[config.mk]
export PLATFORM = sky130hd
export DESIGN_NAME = lnr_store
export DESIGN_NICKNAME = d
export VERILOG_FILES = /design/src/hdl/lnr_pkg.sv /design/src/hdl/lnr_store.sv
export SDC_FILE = /design/constraint.sdc
export NUM_CORES = 2
export LEC_CHECK = 0
export BUFFER_PORTS_ARGS = -buffer_cell sky130_fd_sc_hd__buf_2
export CAP_MARGIN = 20
export CORE_UTILIZATION = 60
export DETAILED_ROUTE_END_ITERATION = 10
export PLACE_DENSITY_LB_ADDON = 0.25
export SETUP_SLACK_MARGIN = 0.5
export SKIP_CTS_REPAIR_TIMING = 1
export SLEW_MARGIN = 20
export SYNTH_ARGS = -nofsm -noshare
export SYNTH_HDL_FRONTEND = slang
export SYNTH_SLANG_ARGS = --single-unit
[constraint.sdc]
create_clock -name aclk -period 9.65 [get_ports aclk]
set_input_delay 0.965 -clock aclk [delete_from_list [all_inputs] [get_ports aclk]]
set_output_delay 0.965 -clock aclk [all_outputs]
set_load 0.03 [all_outputs]
[src/hdl/lnr_pkg.sv]
// ----------------------------------------------------------------------------
// lnr_pkg
// Types and constants shared by the row normalizer modules.
// ----------------------------------------------------------------------------
package lnr_pkg;

    // stored element: value, gain, bias (Q8.8 each)
    typedef struct packed {
        logic signed [15:0] bias;
        logic signed [15:0] gain;
        logic signed [15:0] x;
    } entry_t;

    // handshake between the sequencer and a multi-cycle unit
    typedef struct packed {
        logic busy;
        logic done;
    } unit_status_t;

    typedef enum logic [4:0] {
        ST_LOAD,
        ST_MEAN_GO,
        ST_MEAN_WAIT,
        ST_VAR_RD,
        ST_VAR_DIF,
        ST_VAR_SQ,
        ST_VAR_ACC,
        ST_VDIV_GO,
        ST_VDIV_WAIT,
        ST_RDIV_GO,
        ST_RDIV_WAIT,
        ST_SQRT_GO,
        ST_SQRT_WAIT,
        ST_OUT_RD,
        ST_OUT_DIF,
        ST_OUT_M1,
        ST_OUT_M2,
        ST_OUT_Y
    } state_t;

    // register map
    localparam logic [1:0] ADDR_EPSILON = 2'd0;
    localparam logic [15:0] EPSILON_RST = 16'd1;

    // datapath widths fixed by the Q8.8 fields
    localparam int MEAN_W = 24;              // mean, LSB 2^-16
    localparam int DIFF_W = 26;              // x*2^8 - mean
    localparam int SQ_W   = 49;              // diff^2 magnitude
    localparam int DVD_W  = 65;              // divider dividend width
    localparam int INV_W  = 33;              // inverse std, LSB 2^-16
    localparam int RT_IN_W  = 64;
    localparam int RT_OUT_W = 32;

    localparam logic [DVD_W-1:0] RECIP_NUM = {1'b1, {(DVD_W-1){1'b0}}};   // 2^64
    localparam logic [INV_W-1:0] INV_SAT   = {1'b1, {(INV_W-1){1'b0}}};   // 2^32

endpackage

[src/hdl/lnr_store.sv]
// ----------------------------------------------------------------------------
// lnr_store
// Row buffer: one write port, one read port, registered read data.
// ----------------------------------------------------------------------------
module lnr_store #(
    parameter int DEPTH = 64,
    parameter int AW    = 6
) (
    input  logic             aclk,
    input  logic             wr_en,
    input  logic [AW-1:0]    wr_addr,
    input  lnr_pkg::entry_t  wr_data,
    input  logic             rd_en,
    input  logic [AW-1:0]    rd_addr,
    output lnr_pkg::entry_t  rd_data
);
    import lnr_pkg::*;

    entry_t mem [DEPTH];
    entry_t rd_data_reg;

    always_ff @(posedge aclk) begin
        if (wr_en) begin
            mem[wr_addr] <= wr_data;
        end
    end

    // read data holds until the next read
    always_ff @(posedge aclk) begin
        if (rd_en) begin
            rd_data_reg <= mem[rd_addr];
        end
    end

    assign rd_data = rd_data_reg;

endmodule

==> flow_summary_export.csv <==
group,metric,value,unit
pwr,clockPowerShare,0.413,
timing,max_slew.worst_pin.slew,1190,ps
die,design.core.area,0.195,mm^2
worst_setup_path,worstRegToRegCells,4,
clock_network,cts_inserted_buffers,316,
place,dpl_worst_slack,4810,ps
pwr,power.switching_fraction,0.210,
synth,syn-instance-count,4970,
timing,final-setup-viol-count,0,
pwr,static-leakage-power,40.8,nW
timing,rsz0062_at_grt,"no",
timing,hold_ws,461,ps
synth,ys_seq_elements,3120,
timing,max_clock_skew,41.1,ps
place,detailedPlacementHpwl,166000,um
die,die_h,445,um
pwr,post-layout-total-power,28.0,mW
clock_network,cts.reportedPaths.clkPinSlew,60,ps
final_layout,finish.net_count,5344,
synth,cell_area_after_synthesis,0.118,mm^2
worst_setup_path,critical_path_class,"primary input to register",
pwr,portion_of_total_power_attributed_to_combinational_logic,0.047,
worst_setup_path,worst_setup_path_end_kind,"register",
final_layout,mostFrequentLayoutCell,"edfxtp_1",
timing,finalCritPeriodShare,0.404,
worst_setup_path,worstPathCellList,"buf_8, buf_4, nor2b_4, buf_4, a22o_1, a221oi_1, a221oi_1",
synth,yosysUniqueCellTypes,35,
timing,finalMaxSlewViolations,0,
grt,antenna_found_initial,16,
final_layout,flow.area_growth_from_synthesis,12.1,%
timing,finalWorstSetupSlack,5750,ps
outcome,result_of_the_run,"finished, final reports clean",
clock_network,cts-root-to-sink-buffers,4,
routing,detailroute.via_count,58000,
routing,detailedRoute.firstIterationViolations,9025,
final_layout,final_area,0.132,mm^2
die,initial_utilization,0.604,
pwr,net-switching-power,5.87,mW
pwr,max-vdd-ir-drop,201,uV
worst_setup_path,cp.depth,7,
worst_setup_path,critPathMaxStageDelay,910,ps
timing,timing_hold_violations_final,0,
routing,avgRoutedWirePerCell,38.9,um
pwr,power_density,212,mW/mm^2
final_layout,layout.cells.most_common_list,"edfxtp_1, mux4_2, clkbuf_16",
worst_setup_path,startpoint_type,"primary input",
min_path,timing.hold.worst.class,"primary input to register",
synth,mean_instance_size_in_the_synthesized_netlist,23.7,um^2
worst_setup_path,timing.critical_path.buf_inv,3,
worst_setup_path,path_max_fanout,78,
synth,synth_nets,5033,
grt,largest_net_degree_at_the_start_of_global_routing,119,
synth,count_of_synthesis_stage_warnings_from_yosys,0,
clock_network,cts.root.buffer_cell,"clkbuf_16",
timing,clock.fmax,257,MHz
worst_setup_path,worst-endpoint-required,10250,ps
final_layout,stdcell_count,8143,
place,cell_count_after_placement,7579,
pwr,power_report.internal_total,22.1,mW
final_layout,fin_util,0.677,
grt,grt_use_total,0.324,
min_path,timing.hold.worst_path_depth,1,
job,drv.max_cap_violation_count,0,
synth,seq_area_frac_synth,0.797,
worst_setup_path,cp.arrival,4500,ps
die,row_count,162,
grt,grt_first_pass_wirelength,441000,um
die,num_io_pins,111,
die,die-width,445,um
clock_network,worst_skew_pair.late_latency,940,ps
timing,finalSetupTns,0,ps
worst_setup_path,cp_top_family,"buffers and inverters",
routing,detailedRoute.firstPassIterationCount,6,
timing,timing.max_slew.rel_slack,0.207,
final_layout,post_route_cells_drive_above_1_share,0.277,
grt,vias_in_the_first_global_route,58400,
clock_network,htree_levels,5,
grt,grt_overflow_total,0,
clock_network,tritoncts,"done",
place,post_dp_cell_area,0.122,mm^2
final_layout,flip_flop_count_of_the_largest_register_after_layout,3072,
clock_network,numClockSinks,3120,
worst_setup_path,cp_slowest_cell,"a221oi_1",
place,gp_routability_congestion,0.816,
pwr,power.sequential.fraction,0.540,
routing,postRouteAntennaNets,0,
routing,detail_route.vias_per_cell,7.12,
routing,finalWirelength,317000,um
timing,layout_min_cycle_time,3900,ps
die,floorplan.die_area,0.198,mm^2
place,portBuffers,110,
routing,drc,0,
[Yosys cell counts]
cell type	instances	area share
buf_1	12	0.00038
nor3_1	3	0.00013
buf_2	98	0.0042
mux4_2	754	0.14
nor2_1	132	0.0042
nand2_1	55	0.0018
nand4b_1	1	0.000074
mux2i_1	63	0.0054
a21oi_1	74	0.0031
a22o_1	57	0.0042
nor2b_1	24	0.0013
a31oi_1	1	0.000053
nand3b_1	5	0.00032
or3b_2	4	0.00030
a211oi_1	32	0.0020
or3_1	3	0.00016
clkbuf_2	1	0.000043
a22oi_1	72	0.0046
a311o_1	1	0.000085
a221oi_1	83	0.0062
buf_6	11	0.0011
nand4_1	2	0.00011
o22ai_1	122	0.0065
a311oi_1	11	0.00082
nand3_1	7	0.00030
mux2_2	12	0.0011
or2_2	3	0.00016
buf_4	62	0.0040
clkbuf_1	98	0.0031
edfxtp_1	3120	0.80
nand2b_1	10	0.00053
a31o_2	5	0.00037
and3_1	1	0.000053
o221ai_1	28	0.0021
and2_1	3	0.00016
[path summary, 6_finish.rpt]
check                                             end  slack, ps                  start
worst max-delay path             rd_data[6]$_DFFE_PP_       5750             rd_addr[2]
worst min-delay path            rd_data[23]$_DFFE_PP_        460                  rd_en
worst max register to register   rd_data[6]$_DFFE_PP_       7170   mem[27][6]$_DFFE_PP_
worst min register to register  rd_data[20]$_DFFE_PP_        890  mem[59][20]$_DFFE_PP_
[logic make-up (layout without fill, tap and decap cells)]
group / after synthesis / in the layout / share of synthesized area
other: 0 / 15 / 0
AND/OR/NAND/NOR: 253 / 253 / 0.00953
multiplexers: 829 / 829 / 0.151
buffers and inverters: 282 / 816 / 0.0127
flip-flops: 3120 / 3120 / 0.797
AO/OA/AOI/OAI: 486 / 486 / 0.0301
[cell type report]
cell class | count | area [um^2]
diodes | 15 | 37.5
clock buffers | 389 | 8310
clock inverters | 152 | 1200
fillers | 11600 | 63000
multi-input cells | 1568 | 22900
flip-flops and latches | 3120 | 93700
well taps | 2624 | 3280
repair buffers | 275 | 2310
[per-layer routing]
layer	GRT usage	up-vias	wire, um
li1	-	22200	-
met1	0.439	30500	108000
met2	0.501	4433	150000
met3	0.0731	885	40300
met4	0.169	0	18500
met5	0	-	0
[power groups by stage]
| stage | Sequential, mW | Combinational (mW) | Clock, mW |
|---|---|---|---|
| 3_3_place_gp | 15.4 | 1.28 | 0 |
| 2_1_floorplan | 15.4 | 0.717 | 0 |
| 4_1_cts | 15.1 | 1.31 | 11.6 |
| 3_5_place_dp | 15.4 | 1.31 | 0 |
| 6_report | 15.1 | 1.33 | 11.5 |
| 5_1_grt | 15.1 | 1.38 | 12.1 |
[worst register-to-register path, stage by stage, from the launching register on]
cell and delay, ps:
edfxtp_1 350, mux4_2 460, a22o_1 240, a221oi_1 910, a221oi_1 190
No activity file was read; power rests on OpenSTA's default activity.
