===== config.mk =====
export PLATFORM = sky130hd
export DESIGN_NAME = lnr_isqrt
export DESIGN_NICKNAME = d
export VERILOG_FILES = /design/src/hdl/lnr_pkg.sv /design/src/hdl/lnr_isqrt.sv
export SDC_FILE = /design/constraint.sdc
export NUM_CORES = 1
export LEC_CHECK = 0
export BUFFER_PORTS_ARGS = -buffer_cell sky130_fd_sc_hd__buf_2
export CORE_MARGIN = 2
export CORE_UTILIZATION = 60
export DETAILED_ROUTE_END_ITERATION = 12
export GPL_TIMING_DRIVEN = 0
export PLACE_DENSITY = 0.79
export RECOVER_POWER = 50
export SKIP_LAST_GASP = 1
export SLEW_MARGIN = 10
export SYNTH_ARGS = -nofsm -noshare
export SYNTH_HDL_FRONTEND = slang
export SYNTH_SLANG_ARGS = --single-unit

===== constraint.sdc =====
create_clock -name aclk -period 10.7 [get_ports aclk]
set_clock_uncertainty 0.1 [all_clocks]
set_input_delay 2.14 -clock aclk [delete_from_list [all_inputs] [get_ports aclk]]
set_output_delay 2.14 -clock aclk [all_outputs]
set_load 0.01 [all_outputs]

===== src/hdl/lnr_pkg.sv =====
// ----------------------------------------------------------------------------
// lnr_pkg
// Types and constants shared by the row normalizer modules.
// ----------------------------------------------------------------------------
package lnr_pkg;

    // stored element: value, gain, bias (Q8.8 each)
    typedef struct packed {
        logic signed [15:0] bias;
        logic signed [15:0] gain;
        logic signed [15:0] x;
    } entry_t;

    // handshake between the sequencer and a multi-cycle unit
    typedef struct packed {
        logic busy;
        logic done;
    } unit_status_t;

    typedef enum logic [4:0] {
        ST_LOAD,
        ST_MEAN_GO,
        ST_MEAN_WAIT,
        ST_VAR_RD,
        ST_VAR_DIF,
        ST_VAR_SQ,
        ST_VAR_ACC,
        ST_VDIV_GO,
        ST_VDIV_WAIT,
        ST_RDIV_GO,
        ST_RDIV_WAIT,
        ST_SQRT_GO,
        ST_SQRT_WAIT,
        ST_OUT_RD,
        ST_OUT_DIF,
        ST_OUT_M1,
        ST_OUT_M2,
        ST_OUT_Y
    } state_t;

    // register map
    localparam logic [1:0] ADDR_EPSILON = 2'd0;
    localparam logic [15:0] EPSILON_RST = 16'd1;

    // datapath widths fixed by the Q8.8 fields
    localparam int MEAN_W = 24;              // mean, LSB 2^-16
    localparam int DIFF_W = 26;              // x*2^8 - mean
    localparam int SQ_W   = 49;              // diff^2 magnitude
    localparam int DVD_W  = 65;              // divider dividend width
    localparam int INV_W  = 33;              // inverse std, LSB 2^-16
    localparam int RT_IN_W  = 64;
    localparam int RT_OUT_W = 32;

    localparam logic [DVD_W-1:0] RECIP_NUM = {1'b1, {(DVD_W-1){1'b0}}};   // 2^64
    localparam logic [INV_W-1:0] INV_SAT   = {1'b1, {(INV_W-1){1'b0}}};   // 2^32

endpackage


===== src/hdl/lnr_isqrt.sv =====
// ----------------------------------------------------------------------------
// lnr_isqrt
// Integer square root of a 64-bit value, one result bit per cycle.
// ----------------------------------------------------------------------------
module lnr_isqrt (
    input  logic                          aclk,
    input  logic                          aresetn,
    input  logic                          start,
    input  logic [lnr_pkg::RT_IN_W-1:0]   operand,
    output lnr_pkg::unit_status_t         status,
    output logic [lnr_pkg::RT_OUT_W-1:0]  root
);
    import lnr_pkg::*;

    localparam int CNT_W = $clog2(RT_OUT_W);

    logic               busy_reg, busy_next;
    logic               done_reg, done_next;
    logic [CNT_W-1:0]   cnt_reg, cnt_next;
    logic [RT_IN_W-1:0] val_reg, val_next;
    logic [RT_IN_W-1:0] res_reg, res_next;
    logic [RT_IN_W-1:0] bit_reg, bit_next;
    logic [RT_IN_W-1:0] trial;

    assign trial = res_reg + bit_reg;

    always_comb begin
        busy_next = busy_reg;
        done_next = 1'b0;
        cnt_next  = cnt_reg;
        val_next  = val_reg;
        res_next  = res_reg;
        bit_next  = bit_reg;
        if (start) begin
            busy_next = 1'b1;
            cnt_next  = '0;
            val_next  = operand;
            res_next  = '0;
            bit_next  = {2'b01, {(RT_IN_W-2){1'b0}}};
        end else if (busy_reg) begin
            // try setting this root bit
            if (val_reg >= trial) begin
                val_next = val_reg - trial;
                res_next = (res_reg >> 1) + bit_reg;
            end else begin
                res_next = res_reg >> 1;
            end
            bit_next = bit_reg >> 2;
            cnt_next = cnt_reg + CNT_W'(1);
            if (cnt_reg == CNT_W'(RT_OUT_W - 1)) begin
                busy_next = 1'b0;
                done_next = 1'b1;
            end
        end
    end

    always_ff @(posedge aclk) begin
        if (!aresetn) begin
            busy_reg <= 1'b0;
            done_reg <= 1'b0;
        end else begin
            busy_reg <= busy_next;
            done_reg <= done_next;
        end
    end

    always_ff @(posedge aclk) begin
        cnt_reg <= cnt_next;
        val_reg <= val_next;
        res_reg <= res_next;
        bit_reg <= bit_next;
    end

    assign status = '{busy: busy_reg, done: done_reg};
    assign root   = res_reg[RT_OUT_W-1:0];

endmodule


==> impl_metrics.ini, run 1 <==
[run_status]
status = finished clean

[setup_path]
slowest_stage = a211oi_1
arrival_ns = 8.42
endpoint_kind = register
critPathMaxFanout = 26
cp-start-kind = register
crit_path_cell_trace = ha_1 -> a31oi_1 -> a211oi_1 -> a41oi_1 -> o211ai_2 -> a211oi_1 -> nor4_1 -> nor2_1 -> o21bai_1 -> a31oi_1 -> xor2_1 -> ha_1 -> clkbuf_1 -> nand4_1 -> nor4_1 -> o311ai_1 -> o211a_1 -> buf_6 -> buf_4 -> buf_2 -> o21ai_4 -> buf_12
crit_type = register to register
max_stage_delay_ns = 0.88
worstPathRequired_ns = 10.74

[cells_and_area]
ff_latch_area_um2 = 3980
multi_input_area_um2 = 10800
layout.cells.non_filler = 2466
final_common_cell = nor2_1
drive_gt1_frac = 0.107
area_growth_pct = 9.79
antenna_cells = 0
final_cell_mix = nor2_1, nand2_1, o21ai_0
fillCellCount = 2295
nNetsFinal = 2318
fin_util = 0.666

[routing]
route.antenna.remaining_nets = 0
drt-total-wl_um = 51800
routedWlPerCell_um = 21.0
num_vias = 16000
viasPerCell = 6.49
dr.pass1.iters = 8
drt_iter0_drc = 1778
drcViolationCount = 0

[placement]
numPortBuffers = 99
pre_cts_slack_ns = 2.57
gp_congestion = 0.960
dp_hpwl_um = 39600
dpl.cell_count = 2434

[timing]
rsz0062_at_grt = false
fmax_mhz = 119
fin_crit_sh = 0.783
slew_viol_final = 0
setup_slack_ns = 2.32
finalSetupViolCount = 0
period_minus_slack_ns = 8.38
worst_pin_slew_ns = 1.24
final-hold-violation-count = 0
slew_headroom = 0.174

[clock_network]
clk_path_buf_depth = 2
postCtsHoldBufs = 0
cts_tree = yes
post_cts_resized = 0
clockRootBuffer = clkbuf_16
numClockSinks = 167
path_clk_slew_ns = 0.08
clk_latency_ns = 0.45
cts_buffers = 17
htreeDepth = 4
post_cts_buffers = 0

[global_route]
grt-ovfl-total = 0
grt_max_degree = 27
grt_pass1_vias = 15200
grt_pass1_wl_um = 80900
grt_use_total = 0.366
antenna_found_initial = 0

[synthesis]
synth.cell_area_um2 = 15700
ys.flop_type = dfxtp_1
seq_area_frac_synth = 0.254
yosysUniqueCellTypes = 83
yosys_register_bits = 167
synthesis.instances = 1998
ys_warn_count = 0
synth-edff-count = 64
async_flop_share = 0
avgSynthCellArea_um2 = 7.84
synth_nets = 2198

[pwr]
p_clk_frac = 0.165
max-vdd-ir-drop_v = 0.000141
p_comb_frac = 0.595
p_leak_nw = 6.77
p_int_mw = 2.10
power.density_nw_per_um2 = 234
finalPower_mw = 4.03
power_switching_mw = 1.93
seqPwrFrac = 0.240
p_sw_frac = 0.479

[floorplanning]
fp.dieArea_um2 = 27400
initial_core_util = 0.606
core.rowCount = 59
pin_count = 101
core_um2 = 25800
die_y_um = 166
fp.dieW_um = 166

[worst_hold_path]
holdCritPathClass = register to register

[run]
max-cap-violations = 0
Yosys cell counts (36+ instances only):
cell type	n	area, um^2
nor2_1	212	796
nand2_1	208	781
o21ai_0	157	786
ha_1	132	1650
a21oi_1	129	646
dfxtp_1	103	2060
clkbuf_1	93	349
xnor2_1	86	753
xor2_1	68	596
edfxtp_1	64	1920
a31oi_1	58	363
nand4_1	57	357
a211oi_1	46	345
a21o_1	46	345
mux2i_1	46	460
buf_4	38	285
inv_1	36	135
logic make-up (layout without fill, tap and decap cells):
logic type | Yosys count | after routing | share of synthesized area
simple gates | 663 | 663 | 0.197
fa+ha+maj | 133 | 133 | 0.107
compound gates | 642 | 642 | 0.268
buf+inv | 192 | 325 | 0.0583
mux | 47 | 47 | 0.0301
flops | 167 | 167 | 0.254
xor+xnor | 154 | 154 | 0.0861
power groups by stage:
stage	Sequential, mW	Combinational (mW)	Clock [mW]
2_1_floorplan	0.938	1.76	0
3_3_place_gp	0.990	2.29	0
3_5_place_dp	0.975	2.35	0
4_1_cts	0.966	2.36	0.664
5_1_grt	0.981	2.63	0.687
6_report	0.969	2.40	0.664
worst paths after layout:
path,startpoint,slack (ns),depth (start not counted),end
worst min-delay path,cnt_reg[4],0.41,2,cnt_reg[4]
worst max-delay path,res_reg[2],2.32,22,val_reg[35]
worst min register to register,cnt_reg[4],0.41,2,cnt_reg[4]
worst max register to register,res_reg[2],2.32,22,val_reg[35]
worst max-delay path, delay by kind of cell, from the launching register on:
kind	cells	cell delay, ns
adders and majority gates	2	0.64
DFF	1	0.37
AOI/OAI and AO/OA	10	3.62
xor gates and xnor gates	1	0.17
and+or+nand+nor	4	1.92
buffers and inverters	5	1.21
per-layer routing:
metal,vias to the layer above,share of wire,routed length (um),GRT usage
li1,7592,-,-,-
met1,7479,0.41,21400,0.464
met2,752,0.46,23900,0.610
met5,-,0,0,0
met3,173,0.077,4010,0.0585
met4,0,0.047,2460,0.174
per-stage QoR:
stage | instance area (um^2) | hold WS [ns] | TNS (ns)
floorplan | 15700 | 0.367 | 0
global placement | 16600 | 0.383 | -259.08
detailed placement | 16600 | 0.400 | 0
CTS | 17200 | 0.420 | 0
global route | 17200 | 0.445 | 0
finish | 17200 | 0.414 | 0
cell type report:
cell class | count | area share
multi-input cells | 1639 | 0.625
well taps | 335 | 0.0244
clock buffers | 18 | 0.0262
flip-flops and latches | 167 | 0.232
clock inverters | 14 | 0.00895
plain buffers | 153 | 0.0445
inverters | 39 | 0.00851
repair buffers | 101 | 0.0311
Note: power is estimated with default switching activity, not from simulation.
==> inputs of run 2 (changes only) <==
clock period = 8.2 ns   (was 10.7 ns; I/O delays follow)
==> run 2 against run 1 <==
Effect of this change: design area up 0.17%; clock power is 27% higher; non-clock buffer count rose by 4; global-route usage is 0.32 points lower; combinational power rose by 31%; final cell count grew 0.16%; sequential power is 30% higher; routed wire length decreased by 1.0%; total power grew 30%; count of clock-buffer cells in the layout increased by 1; flip-flop and latch count did not move; register-to-register slack got worse by 2.0 ns; critical endpoint is now val_reg[32]; highest routed layer unchanged.
==> impl_metrics.ini, run 2 (synthesized netlist as in run 1, its figures left out) <==
[routing]
drt-total-wl_um = 51300
routedWlPerCell_um = 20.8
dr.pass1.iters = 6
route.antenna.remaining_nets = 0
viasPerCell = 6.48
drcViolationCount = 0
num_vias = 16000
drt_iter0_drc = 1816

[floorplanning]
initial_core_util = 0.606
core_um2 = 25800
pin_count = 101
fp.dieArea_um2 = 27400
fp.dieW_um = 166
die_y_um = 166
core.rowCount = 59

[placement]
numPortBuffers = 99
dp_hpwl_um = 39000
pre_cts_slack_ns = 0.0359
gp_congestion = 0.985

[timing]
setup_slack_ns = 0.344
tns_ns = 0
fmax_mhz = 127
slew_viol_final = 0
final-hold-violation-count = 0
finalSetupViolCount = 0
slew_headroom = 0.180
period_minus_slack_ns = 7.86
hold-worst-slack_ns = 0.412
rsz0062_at_grt = false
worst_pin_slew_ns = 1.23
fin_crit_sh = 0.958

[setup_path]
endpoint_kind = register
slowest_stage = nor4_1
cp-start-kind = register
critPathMaxFanout = 26
crit_type = register to register
cp_num_buf_inv = 6
max_stage_delay_ns = 0.77
arrival_ns = 7.90
crit_family = compound AO/OA/AOI/OAI gates
crit_path_cell_trace = ha_1 -> a31oi_1 -> a211oi_2 -> a41oi_1 -> o211ai_2 -> a211oi_1 -> nor4_1 -> nor2_1 -> o21bai_1 -> a31oi_1 -> xor2_1 -> ha_1 -> clkbuf_1 -> nand4_1 -> nor4_1 -> o311ai_1 -> o211a_1 -> buf_6 -> buf_4 -> buf_2 -> o21ai_4 -> buf_12 -> buf_12
worstPathRequired_ns = 8.25

[pwr]
finalPower_mw = 5.25
power.density_nw_per_um2 = 305
p_leak_nw = 6.78
max-vdd-ir-drop_v = 0.000199

[global_route]
grt-ovfl-total = 0
grt_use_total = 0.363
grt_max_degree = 27
grt_pass1_vias = 14900
grt_pass1_wl_um = 80100
antenna_found_initial = 0

[clock_network]
clk_path_buf_depth = 2
cts_tree = yes
cts_buffers = 17
numClockSinks = 167
path_clk_slew_ns = 0.08
clockRootBuffer = clkbuf_16
clk_latency_ns = 0.45
htreeDepth = 4

[cells_and_area]
drive_gt1_frac = 0.109
final_cell_mix = nor2_1, nand2_1, o21ai_0
antenna_cells = 0
nNetsFinal = 2322
area_growth_pct = 9.98
final_common_cell = nor2_1
fillCellCount = 2279

[worst_hold_path]
holdCritPathClass = register to register

[run]
max-cap-violations = 0

[run_status]
status = finished clean
==> run 2: metrics by stage <==
step	utilization	cells	instance area (um^2)
finish	0.667	2470	17200
floorplan	-	1998	15700
global route	0.667	2470	17200
global placement	0.642	2432	16600
CTS	0.667	2466	17200
detailed placement	0.644	2434	16600
==> run 2: what timing repair did <==
action | in CTS | in global routing
resized for setup | 1 | 0
hold buffers | 0 | 0
endpoints found under the setup margin | 51 | 51
pin swaps | 0 | 1
buffers inserted | 0 | 4
cloned | 0 | 0
==> run 2: layer usage <==
metal	track usage	wire, um	vias to the layer above
met5	0	0	-
met4	0.163	2230	0
met3	0.0585	4060	161
met2	0.597	23600	749
met1	0.470	21300	7493
li1	-	-	7612
==> run 2: layout make-up <==
type | instances | area, um^2 | share of cell area
Buffer | 153 | 762 | 0.0442
Clock buffer | 19 | 454 | 0.0264
Clock inverter | 13 | 136 | 0.00791
Inverter | 39 | 146 | 0.00849
Multi-Input combinational cell | 1639 | 10800 | 0.624
Sequential cell | 167 | 3980 | 0.231
Tap cell | 335 | 419 | 0.0243
Timing Repair Buffer | 105 | 577 | 0.0335
==> run 2: worst paths after layout <==
| path | from | end | slack, ns | cells past startpoint |
|---|---|---|---|---|
| min reg2reg | cnt_reg[3] | cnt_reg[3] | 0.41 | 2 |
| max reg2reg | res_reg[2] | val_reg[32] | 0.34 | 23 |
| max | res_reg[2] | val_reg[32] | 0.34 | 23 |
| min | cnt_reg[3] | cnt_reg[3] | 0.41 | 2 |
==> run 2: power breakdown <==
| part | internal [mW] | leakage (nW) | switching [mW] | total (mW) |
|---|---|---|---|---|
| Combinational | 1.18 | 5.01 | 1.97 | 3.15 |
| Sequential | 1.12 | 1.49 | 0.143 | 1.26 |
| Clock | 0.446 | 0.284 | 0.396 | 0.842 |
| Total | 2.74 | 6.78 | 2.51 | 5.25 |
==> run 2: worst reg2reg max path, stage by stage, from the launching register on <==
cell	delay, ns
dfxtp_1	0.37
ha_1	0.35
a31oi_1	0.18
a211oi_2	0.58
a41oi_1	0.36
o211ai_2	0.41
a211oi_1	0.18
nor4_1	0.70
nor2_1	0.23
o21bai_1	0.32
a31oi_1	0.14
xor2_1	0.18
ha_1	0.28
clkbuf_1	0.33
nand4_1	0.21
nor4_1	0.77
o311ai_1	0.41
o211a_1	0.23
buf_6	0.14
buf_4	0.21
buf_2	0.25
o21ai_4	0.21
buf_12	0.18
buf_12	0.21
