<file path="src/hdl/lnr_pkg.sv">
// ----------------------------------------------------------------------------
// lnr_pkg
// Types and constants shared by the row normalizer modules.
// ----------------------------------------------------------------------------
package lnr_pkg;

    // stored element: value, gain, bias (Q8.8 each)
    typedef struct packed {
        logic signed [15:0] bias;
        logic signed [15:0] gain;
        logic signed [15:0] x;
    } entry_t;

    // handshake between the sequencer and a multi-cycle unit
    typedef struct packed {
        logic busy;
        logic done;
    } unit_status_t;

    typedef enum logic [4:0] {
        ST_LOAD,
        ST_MEAN_GO,
        ST_MEAN_WAIT,
        ST_VAR_RD,
        ST_VAR_DIF,
        ST_VAR_SQ,
        ST_VAR_ACC,
        ST_VDIV_GO,
        ST_VDIV_WAIT,
        ST_RDIV_GO,
        ST_RDIV_WAIT,
        ST_SQRT_GO,
        ST_SQRT_WAIT,
        ST_OUT_RD,
        ST_OUT_DIF,
        ST_OUT_M1,
        ST_OUT_M2,
        ST_OUT_Y
    } state_t;

    // register map
    localparam logic [1:0] ADDR_EPSILON = 2'd0;
    localparam logic [15:0] EPSILON_RST = 16'd1;

    // datapath widths fixed by the Q8.8 fields
    localparam int MEAN_W = 24;              // mean, LSB 2^-16
    localparam int DIFF_W = 26;              // x*2^8 - mean
    localparam int SQ_W   = 49;              // diff^2 magnitude
    localparam int DVD_W  = 65;              // divider dividend width
    localparam int INV_W  = 33;              // inverse std, LSB 2^-16
    localparam int RT_IN_W  = 64;
    localparam int RT_OUT_W = 32;

    localparam logic [DVD_W-1:0] RECIP_NUM = {1'b1, {(DVD_W-1){1'b0}}};   // 2^64
    localparam logic [INV_W-1:0] INV_SAT   = {1'b1, {(INV_W-1){1'b0}}};   // 2^32

endpackage

</file>
<file path="src/hdl/lnr_divider.sv">
// ----------------------------------------------------------------------------
// lnr_divider
// Restoring unsigned divider, one quotient bit per cycle.
// ----------------------------------------------------------------------------
module lnr_divider #(
    parameter int DVS_W = 56
) (
    input  logic                       aclk,
    input  logic                       aresetn,
    input  logic                       start,
    input  logic [lnr_pkg::DVD_W-1:0]  dividend,
    input  logic [DVS_W-1:0]           divisor,
    output lnr_pkg::unit_status_t      status,
    output logic [lnr_pkg::DVD_W-1:0]  quotient,
    output logic [DVS_W-1:0]           remainder
);
    import lnr_pkg::*;

    localparam int CNT_W = $clog2(DVD_W + 1);

    logic             busy_reg, busy_next;
    logic             done_reg, done_next;
    logic [CNT_W-1:0] cnt_reg, cnt_next;
    logic [DVD_W-1:0] quo_reg, quo_next;
    logic [DVS_W-1:0] rem_reg, rem_next;
    logic [DVS_W-1:0] dvs_reg, dvs_next;
    logic [DVS_W:0]   trial;
    logic             fits;

    // shift one dividend bit into the partial remainder
    assign trial = {rem_reg, quo_reg[DVD_W-1]};
    assign fits  = trial >= {1'b0, dvs_reg};

    always_comb begin
        busy_next = busy_reg;
        done_next = 1'b0;
        cnt_next  = cnt_reg;
        quo_next  = quo_reg;
        rem_next  = rem_reg;
        dvs_next  = dvs_reg;
        if (start) begin
            busy_next = 1'b1;
            cnt_next  = '0;
            quo_next  = dividend;
            rem_next  = '0;
            dvs_next  = divisor;
        end else if (busy_reg) begin
            quo_next = {quo_reg[DVD_W-2:0], fits};
            rem_next = fits ? DVS_W'(trial - {1'b0, dvs_reg}) : trial[DVS_W-1:0];
            cnt_next = cnt_reg + CNT_W'(1);
            if (cnt_reg == CNT_W'(DVD_W - 1)) begin
                busy_next = 1'b0;
                done_next = 1'b1;
            end
        end
    end

    always_ff @(posedge aclk) begin
        if (!aresetn) begin
            busy_reg <= 1'b0;
            done_reg <= 1'b0;
        end else begin
            busy_reg <= busy_next;
            done_reg <= done_next;
        end
    end

    always_ff @(posedge aclk) begin
        cnt_reg <= cnt_next;
        quo_reg <= quo_next;
        rem_reg <= rem_next;
        dvs_reg <= dvs_next;
    end

    assign status    = '{busy: busy_reg, done: done_reg};
    assign quotient  = quo_reg;
    assign remainder = rem_reg;

endmodule

</file>
<file path="config.mk">
export PLATFORM = sky130hd
export DESIGN_NAME = lnr_divider
export DESIGN_NICKNAME = d
export VERILOG_FILES = /design/src/hdl/lnr_pkg.sv /design/src/hdl/lnr_divider.sv
export SDC_FILE = /design/constraint.sdc
export NUM_CORES = 1
export LEC_CHECK = 0
export BUFFER_PORTS_ARGS = -buffer_cell sky130_fd_sc_hd__buf_2
export CORE_MARGIN = 3
export CORE_UTILIZATION = 45
export CTS_CLUSTER_SIZE = 20
export DETAILED_ROUTE_END_ITERATION = 6
export PLACE_DENSITY = 0.68
export SLEW_MARGIN = 20
export SYNTH_ARGS = -nofsm -noshare
export SYNTH_HDL_FRONTEND = slang
export SYNTH_SLANG_ARGS = --single-unit
</file>
<file path="constraint.sdc">
create_clock -name aclk -period 4 [get_ports aclk]
set_clock_uncertainty 0.2 [all_clocks]
set_input_delay 0 -clock aclk [delete_from_list [all_inputs] [get_ports aclk]]
set_output_delay 0 -clock aclk [all_outputs]
set_load 0.005 [all_outputs]
</file>
==> metrics.txt, run 1 <==
via count 9,955; grt total ovfl 0; synthesized area per cell 9.86 um2; maximum clock path buffer count 2; Netlist cell types 80; DRC 0; Area growth syn-to-layout 31.1%; critical-path cell list inv_1, ha_1, nand2_1, o21ai_0, or3_1, o2111ai_2, a2111o_1, a31oi_4, nor2_4, or4_1, a311oi_1; antenna violations before repair 0; largest net degree at the start of global routing 116; critical path's largest stage delay 0.57 ns; Hold WS 0.0525 ns; vias in the first global route 9,631; I/O pins 247; Setup Viol. Count Final 0; Setup TNS 0 ns; Rel. slew slack 49.2%; Fin. Hold Viols 0; Net Count, Synth 1,302; Clock Pin Slew Worst Setup and Hold Paths 0.08 ns; Power per Cell Area 382 nW/um2; Setup Buffers After CTS 0; number of port buffers 246; Diodes inserted 0; Commonest cells post-synth nand2_1, edfxtp_1, inv_1, nor2_1, a21oi_1; Final HPWL DP 22.1 mm; Worst Max-Slew Pin Slew 0.763 ns; Seq/Total Area, Yosys 44.7%; Syn Std Cell Area 11,000 um2; synth top area cells edfxtp_1, dfxtp_1, mux2_2; CP arrival 3.92 ns; Leak Pwr 6.26 nW; crit end category flop; global-route wire length before repair 50.3 mm; fillers 1,979; most frequent cell after synthesis nand2_1; Inserted Clock Buffers 17; Setup CP Type flop to flop; CTS Sinks 186; cell count after synthesis 1,119; CTS tree yes; share of layout cells above drive strength 1 26.3%; Final Worst Setup Slack 0.233 ns; VDD IR max 0.219 mV; max FFs per register 65; share of the synthesized area in the top cell type 32.9%; Avg WL per Cell 17.5 um; die width 163 um; area of the multi-input gates 5560 um2; root buffer cell clkbuf_16; die area 26,400 um2; GRT Util Overall 23.5%; Async SR Flop Fraction 0%; nets@finish 1,652; Top FF cell, synth edfxtp_1; CORE AREA 23,800 um2; Max H-tree Level 4; Final Wtd Congestion 0.908; status finished, final reports clean; Achievable Freq 265 MHz; CP top delay family compound AO/OA/AOI/OAI gates; Post-DRT Antenna Nets 0; DRT iter0 DRCs 797; RSZ-0062 raised after global routing no; register bit total from synthesis 186; worst-path maximum fanout 22; Post-synth EDFFs 121; Register Area 4940 um2; drt pass-1 iters 6; final period utilization 94.2%; Tmin final 3.77 ns; Vias/cell 5.53; post-placement cell area 12,600 um2; Starting Density 46.5%; # rows 56; worst hold path type primary input to flop; maxcap violations 0; DRT Wirelength 31.6 mm; Critical Path RT 4.15 ns; Synth area leader edfxtp_1; CP bufs+invs 1; warnings from Yosys 0; Finished Cell Area 14,500 um2; Startpoint Class flop; Clock Latency Late Sink 0.45 ns; die height 163 um; CP max stage cell or4_1; Setup WS pre-CTS 0.284 ns; Pins Over Slew Limit 0
[routing by layer]
metal	wire, um	part of all wire (%)	GRT usage (%)	vias to the layer above
li1	-	-	-	4841
met1	14200	45	32.5	4718
met2	14900	47	38.2	367
met3	2100	6.6	4.58	29
met4	391	1.2	5.54	0
met5	0	0	0	-
[kinds of logic after synthesis]
kind of cell	share of synthesized area, %
adders and majority gates	6.76
AOI/OAI and AO/OA	18.6
and+or+nand+nor	14.8
xor gates and xnor gates	3.17
DFF	44.7
muxes	7.01
buffers and inverters	4.98
[path summary, 6_finish.rpt]
| path | start | slack [ns] | depth (start not counted) | endpoint |
|---|---|---|---|---|
| worst max-delay path | dvs_reg[8] | 0.23 | 11 | remainder[46] |
| worst min-delay path | divisor[23] | 0.05 | 2 | dvs_reg[23] |
| worst max register to register | dvs_reg[8] | 0.23 | 11 | remainder[46] |
| worst min register to register | cnt_reg[5] | 0.32 | 2 | cnt_reg[5] |
[where the power goes]
group / total [mW] / internal, mW / switching (mW) / leakage, nW
logic: 1.41 / 0.634 / 0.772 / 4.21
clock network: 1.79 / 0.868 / 0.917 / 0.305
registers: 2.34 / 2.24 / 0.109 / 1.74
total: 5.54 / 3.74 / 1.80 / 6.26
[what timing repair did]
item	4_1_cts	5_1_grt
endpoints found under the setup margin	0	1
hold buffers	123	0
resized for setup	0	1
endpoints found under the hold margin	153	0
[through the flow]
step                      instances  utilization, %  power [mW]
after floorplan                1119               -        3.23
after global routing           1801            60.9        5.80
after global placement         1646            53.0        3.65
after detailed placement       1646            53.0        3.67
final                          1801            60.9        5.54
after CTS                      1801            60.9        5.55
[cell type report]
class | count | share of cell area, %
flip-flops and latches | 186 | 34.1
repair buffers | 388 | 18.2
inverters | 79 | 2.05
multi-input cells | 797 | 38.4
clock buffers | 17 | 2.94
clock inverters | 15 | 1.50
well taps | 319 | 2.76
[placed cells by master (no fill, tap or decap), drive strengths merged, types with 15 or more instances in the layout]
| master | instances |
|---|---|
| xor2 | 17 |
| nor2 | 80 |
| buf | 265 |
| ha | 58 |
| inv | 84 |
| a21oi | 74 |
| a21o | 25 |
| xnor2 | 23 |
| edfxtp | 121 |
| nand4 | 19 |
| nand2 | 127 |
| and3 | 18 |
| dlygate4sd3 | 123 |
| o21a | 15 |
| clkbuf | 17 |
| nand3 | 15 |
| a311oi | 45 |
| o21ai | 42 |
| mux2 | 66 |
| nor3 | 16 |
| dfxtp | 65 |
(Power assumes the default switching activity.)
==> run 2: changes to the inputs <==
- PLACE_DENSITY: 0.68 -> 0.74
==> run 2 against run 1 <==
  * Die area stayed put
  * Critical path type unchanged
  * Largest cell class unchanged
  * Final cell count is 0.17% higher
  * Flip-flop and latch count stayed put
  * Combinational power hardly changed
  * Global-route usage is 0.095 points higher
  * Sequential power hardly changed
==> metrics.txt, run 2 (synthesis results as in run 1) <==
status finished, final reports clean (unchanged); Rel. slew slack 42.7% (was 49.2%); commonest non-fill, non-tap cell in the layout buf_2 (unchanged); Starting Density 46.5% (unchanged); Setup Buffers After CTS 0 (unchanged); final period utilization 93.9% (was 94.2%); CP bufs+invs 1 (unchanged); Comb power frac 25.5% (was 25.4%); Fin. Hold Viols 0 (unchanged); Final Wtd Congestion 0.898 (was 0.908); I/O pins 247 (unchanged); DRT Wirelength 32.0 mm (was 31.6 mm); CP Depth 12 (was 11); clock network fraction of total power 32.2% (was 32.3%); die height 163 um (unchanged); Leak Pwr 6.26 nW (about the same); # rows 56 (unchanged); Setup CP Type flop to flop (unchanged); maxcap violations 0 (unchanged); global-route wire length before repair 50.5 mm (was 50.3 mm); critical-path cell list inv_1, ha_1, fa_1, nor2b_1, o211ai_1, a31o_2, a22o_1, o211a_1, nor2_1, nor4_1, or4_1, a311oi_1 (was inv_1, ha_1, nand2_1, o21ai_0, or3_1, o2111ai_2, a2111o_1, a31oi_4, nor2_4, or4_1, a311oi_1); crit end category flop (unchanged); Post-DRT Antenna Nets 0 (unchanged); grt total ovfl 0 (unchanged); Startpoint Class flop (unchanged); P_int 3.74 mW (about the same); Vias/cell 5.56 (was 5.53); Sw Share 32.5% (about the same); Area growth syn-to-layout 31.2% (was 31.1%); reg2reg end remainder[46] (unchanged); Setup TNS 0 ns (unchanged); max FFs per register 65 (unchanged); root buffer cell clkbuf_16 (unchanged); Achievable Freq 266 MHz (was 265 MHz); DRT iter0 DRCs 880 (was 797); Hold WS 0.0525 ns (about the same); crit path capture remainder[46] (unchanged); Tmin final 3.76 ns (was 3.77 ns); CTS tree yes (unchanged); FF-to-FF path depth 12 (was 11); maximum clock path buffer count 2 (unchanged); drt pass-1 iters 6 (unchanged); Power per Cell Area 382 nW/um2 (about the same); GRT Util Overall 23.6% (was 23.5%); most frequent cells in the layout buf_2, nand2_1, dlygate4sd3_1 (unchanged); Setup Viol. Count Final 0 (unchanged); CORE AREA 23,800 um2 (unchanged); Max H-tree Level 4 (unchanged); Pins Over Slew Limit 0 (unchanged); VDD IR max 0.275 mV (was 0.219 mV); CP arrival 3.91 ns (was 3.92 ns); CTS Sinks 186 (unchanged); Avg WL per Cell 17.7 um (was 17.5 um); RSZ-0062 raised after global routing no (unchanged); fillers 1,964 (was 1,979); Flop pwr share 42.4% (about the same); RR Startpoint quotient[64] (was dvs_reg[8]); critical path's largest stage delay 0.51 ns (was 0.57 ns); Worst Max-Slew Pin Slew 0.859 ns (was 0.763 ns); CP max stage cell or4_1 (unchanged); R2R Setup Slk 0.24 ns (was 0.23 ns); Inserted Clock Buffers 17 (unchanged); Clock Pin Slew Worst Setup and Hold Paths 0.09 ns (was 0.08 ns); vias in the first global route 9,932 (was 9,631); worst-path maximum fanout 6 (was 22); antenna violations before repair 0 (unchanged); nets@finish 1,655 (was 1,652); worst setup path start quotient[64] (was dvs_reg[8]); share of layout cells above drive strength 1 26.5% (was 26.3%); Critical Path RT 4.15 ns (about the same); Worst Hold Depth 2 (unchanged); Clock Latency Late Sink 0.45 ns (about the same); die area 26,400 um2 (unchanged); Diodes inserted 0 (unchanged); Final HPWL DP 22.0 mm (was 22.1 mm); Sw Pwr 1.80 mW (about the same); via count 10,000 (was 9,955); die width 163 um (unchanged); CP top delay family compound AO/OA/AOI/OAI gates (unchanged); largest net degree at the start of global routing 122 (was 116); DRC 0 (unchanged); number of port buffers 246 (unchanged); worst hold path type primary input to flop (unchanged)
run 2: worst min-delay path by stage:
stage / slack (ns) / endpoint / startpoint
floorplan: -0.10 / dvs_reg[0] / divisor[0]
global placement: -0.02 / dvs_reg[54] / divisor[54]
detailed placement: -0.02 / dvs_reg[50] / divisor[50]
CTS: 0.04 / dvs_reg[29] / divisor[29]
global route: 0.04 / dvs_reg[29] / divisor[29]
finish: 0.05 / dvs_reg[29] / divisor[29]
run 2: per-stage QoR:
step	setup WS [ns]	total power, mW	utilization (%)	cell area (um2)	cells
global route	0.00621	5.80	61.0	14500	1804
floorplan	0.733	3.23	-	11000	1119
CTS	0.192	5.54	60.9	14500	1803
global placement	0.371	3.64	53.0	12600	1647
finish	0.243	5.54	61.0	14500	1804
detailed placement	0.228	3.66	53.0	12600	1647
run 2: worst reg2reg max path, stage by stage, from the launching register on:
cell	delay (ns)
edfxtp_1	0.40
inv_1	0.06
ha_1	0.23
fa_1	0.42
nor2b_1	0.21
o211ai_1	0.16
a31o_2	0.32
a22o_1	0.26
o211a_1	0.35
nor2_1	0.24
nor4_1	0.07
or4_1	0.51
a311oi_1	0.26
run 2: layout make-up:
type	count	area, um2	share of cell area [%]
Clock buffer	17	425	2.94
Clock inverter	15	204	1.41
Inverter	79	297	2.05
Multi-Input combinational cell	798	5580	38.5
Sequential cell	186	4940	34.1
Tap cell	319	399	2.76
Timing Repair Buffer	390	2640	18.2
run 2: what timing repair did:
| action | CTS | global route |
|---|---|---|
| hold endpoints to repair | 145 | 0 |
| setup endpoints to repair | 0 | 13 |
| hold buffers | 124 | 0 |
| resized for setup | 0 | 4 |
run 2: metal layers:
metal  global-route usage (%)  share of wire [%]  vias to the layer above
met5                        0                  0                        -
met4                     5.31                1.5                        0
met3                     4.68                7.0                       37
met2                     40.5                 49                      380
met1                     30.9                 42                     4770
li1                         -                  -                     4845
run 2: power groups by stage:
stage	sequential, mW	clock, mW	combinational [mW]
floorplan	2.37	0	0.857
global placement	2.38	0	1.26
detailed placement	2.38	0	1.28
CTS	2.34	1.81	1.38
global route	2.37	1.88	1.55
finish	2.35	1.78	1.41
==> run 3: changes to the inputs <==
- CORE_MARGIN: 3 -> 4
==> run 3 against run 2 <==
  * First-iteration DRC count down 12%
  * Core utilization down 1.1 points
  * Highest routed layer unchanged
  * Worst hold slack better by 0.00059 ns
  * Critical path type unchanged
  * Sequential share of layout area down 0.071 points
  * Via count down 1.0%
  * Register-to-register slack worse by 0.03 ns
  * Combinational power about the same
  * Largest cell class unchanged
  * Worst setup slack worse by 0.032 ns
==> metrics.txt, run 3 (synthesis results as in run 1) <==
most frequent cells in the layout buf_2, nand2_1, dlygate4sd3_1 (unchanged); worst hold path type primary input to flop (unchanged); via count 9,932 (was 10,000); VDD IR max 0.235 mV (was 0.275 mV); Final HPWL DP 23.4 mm (was 22.0 mm); Inst Count DP 1,652 (was 1,647); vias in the first global route 9,860 (was 9,932); RR Startpoint quotient[64] (unchanged); die width 165 um (was 163 um); Tmin final 3.79 ns (was 3.76 ns); post-placement cell area 12,600 um2 (about the same); Achievable Freq 264 MHz (was 266 MHz); nets@finish 1,654 (was 1,655); reg2reg end remainder[46] (unchanged); Final Wtd Congestion 0.923 (was 0.898); Rel. slew slack 48.9% (was 42.7%); # rows 57 (was 56); commonest non-fill, non-tap cell in the layout buf_2 (unchanged); Setup CP Type flop to flop (unchanged); CORE AREA 24,200 um2 (was 23,800 um2); CP arrival 3.93 ns (was 3.91 ns); die height 165 um (was 163 um); maximum clock path buffer count 2 (unchanged); Worst Hold Depth 2 (unchanged); Worst Max-Slew Pin Slew 0.767 ns (was 0.859 ns); drt pass-1 iters 5 (was 6); PnR Total Power 5.57 mW (was 5.54 mW); Critical Path RT 4.14 ns (was 4.15 ns); root buffer cell clkbuf_16 (unchanged); Avg WL per Cell 18.2 um (was 17.7 um); R2R Setup Slk 0.21 ns (was 0.24 ns); Max H-tree Level 4 (unchanged); Pins Over Slew Limit 0 (unchanged); crit end category flop (unchanged); DRT Wirelength 33.0 mm (was 32.0 mm); crit path capture remainder[46] (unchanged); status finished, final reports clean (unchanged); final core occ 59.8% (was 61.0%); grt total ovfl 0 (unchanged); number of port buffers 246 (unchanged); Fin. Hold Viols 0 (unchanged); CTS Sinks 186 (unchanged); Setup TNS 0 ns (unchanged); max FFs per register 65 (unchanged); Setup Viol. Count Final 0 (unchanged); worst setup path start quotient[64] (unchanged); Leak Pwr 6.27 nW (was 6.26 nW); final period utilization 94.7% (was 93.9%); Startpoint Class flop (unchanged); Final Worst Setup Slack 0.211 ns (was 0.243 ns); global-route wire length before repair 52.0 mm (was 50.5 mm); maxcap violations 0 (unchanged); Starting Density 45.5% (was 46.5%); Clock Pin Slew Worst Setup and Hold Paths 0.09 ns (about the same); Setup WS pre-CTS 0.234 ns (was 0.228 ns); die area 27,100 um2 (was 26,400 um2); worst-path maximum fanout 6 (unchanged); Vias/cell 5.49 (was 5.56); Power per Cell Area 384 nW/um2 (was 382 nW/um2); DRC 0 (unchanged); Finished Cell Area 14,500 um2 (about the same); DRT iter0 DRCs 777 (was 880); I/O pins 247 (unchanged); Post-DRT Antenna Nets 0 (unchanged); GRT Util Overall 24.1% (was 23.6%); antenna violations before repair 1 (was 0); Area growth syn-to-layout 31.5% (was 31.2%); share of layout cells above drive strength 1 26.5% (about the same); Inserted Clock Buffers 17 (unchanged); post-route insts no fill 1,809 (was 1,804); largest net degree at the start of global routing 85 (was 122); Hold WS 0.0531 ns (was 0.0525 ns); FF-to-FF path depth 12 (unchanged); Clock Latency Late Sink 0.44 ns (was 0.45 ns); CTS tree yes (unchanged)
## run 3: worst min-delay path by stage
stage | from | to | slack (ns)
after floorplan | divisor[0] | dvs_reg[0] | -0.10
after global placement | divisor[15] | dvs_reg[15] | -0.02
after detailed placement | divisor[41] | dvs_reg[41] | -0.02
after CTS | divisor[14] | dvs_reg[14] | 0.04
after global routing | divisor[50] | dvs_reg[50] | 0.05
final | divisor[36] | dvs_reg[36] | 0.05
## run 3: routing by layer
layer	routed length [um]	track usage [%]
met2	15900	40.5
met3	2150	5.04
met1	14300	31.4
met5	0	0
met4	603	6.84
## run 3: power breakdown
| part | total [mW] | internal, mW | switching (mW) |
|---|---|---|---|
| Combinational | 1.41 | 0.643 | 0.770 |
| Sequential | 2.37 | 2.24 | 0.132 |
| Clock | 1.79 | 0.873 | 0.916 |
## run 3: timing repair
| item | in CTS | in global routing |
|---|---|---|
| buffers inserted | 0 | 1 |
| hold endpoints to repair | 164 | 0 |
| resized for setup | 0 | 3 |
| hold buffers | 123 | 0 |
| endpoints found under the setup margin | 0 | 16 |
## run 3: area by class of cell
| cell class | count | area (um2) |
|---|---|---|
| Antenna cell | 1 | 2.50 |
| Clock buffer | 17 | 425 |
| Clock inverter | 15 | 208 |
| Fill cell | 2080 | 9740 |
| Inverter | 79 | 297 |
| Multi-Input combinational cell | 797 | 5570 |
| Sequential cell | 186 | 4940 |
| Tap cell | 324 | 405 |
| Timing Repair Buffer | 390 | 2660 |
## run 3: critical path, stage by stage (launching register included)
cell and delay [ns]:
edfxtp_1 0.48, inv_1 0.07, ha_1 0.23, fa_1 0.41, nor2b_1 0.19, o211ai_1 0.14, a31o_2 0.31, a22o_1 0.25
o211a_1 0.37, nor2_2 0.17, nor4_1 0.06, or4_1 0.55, a311oi_1 0.28
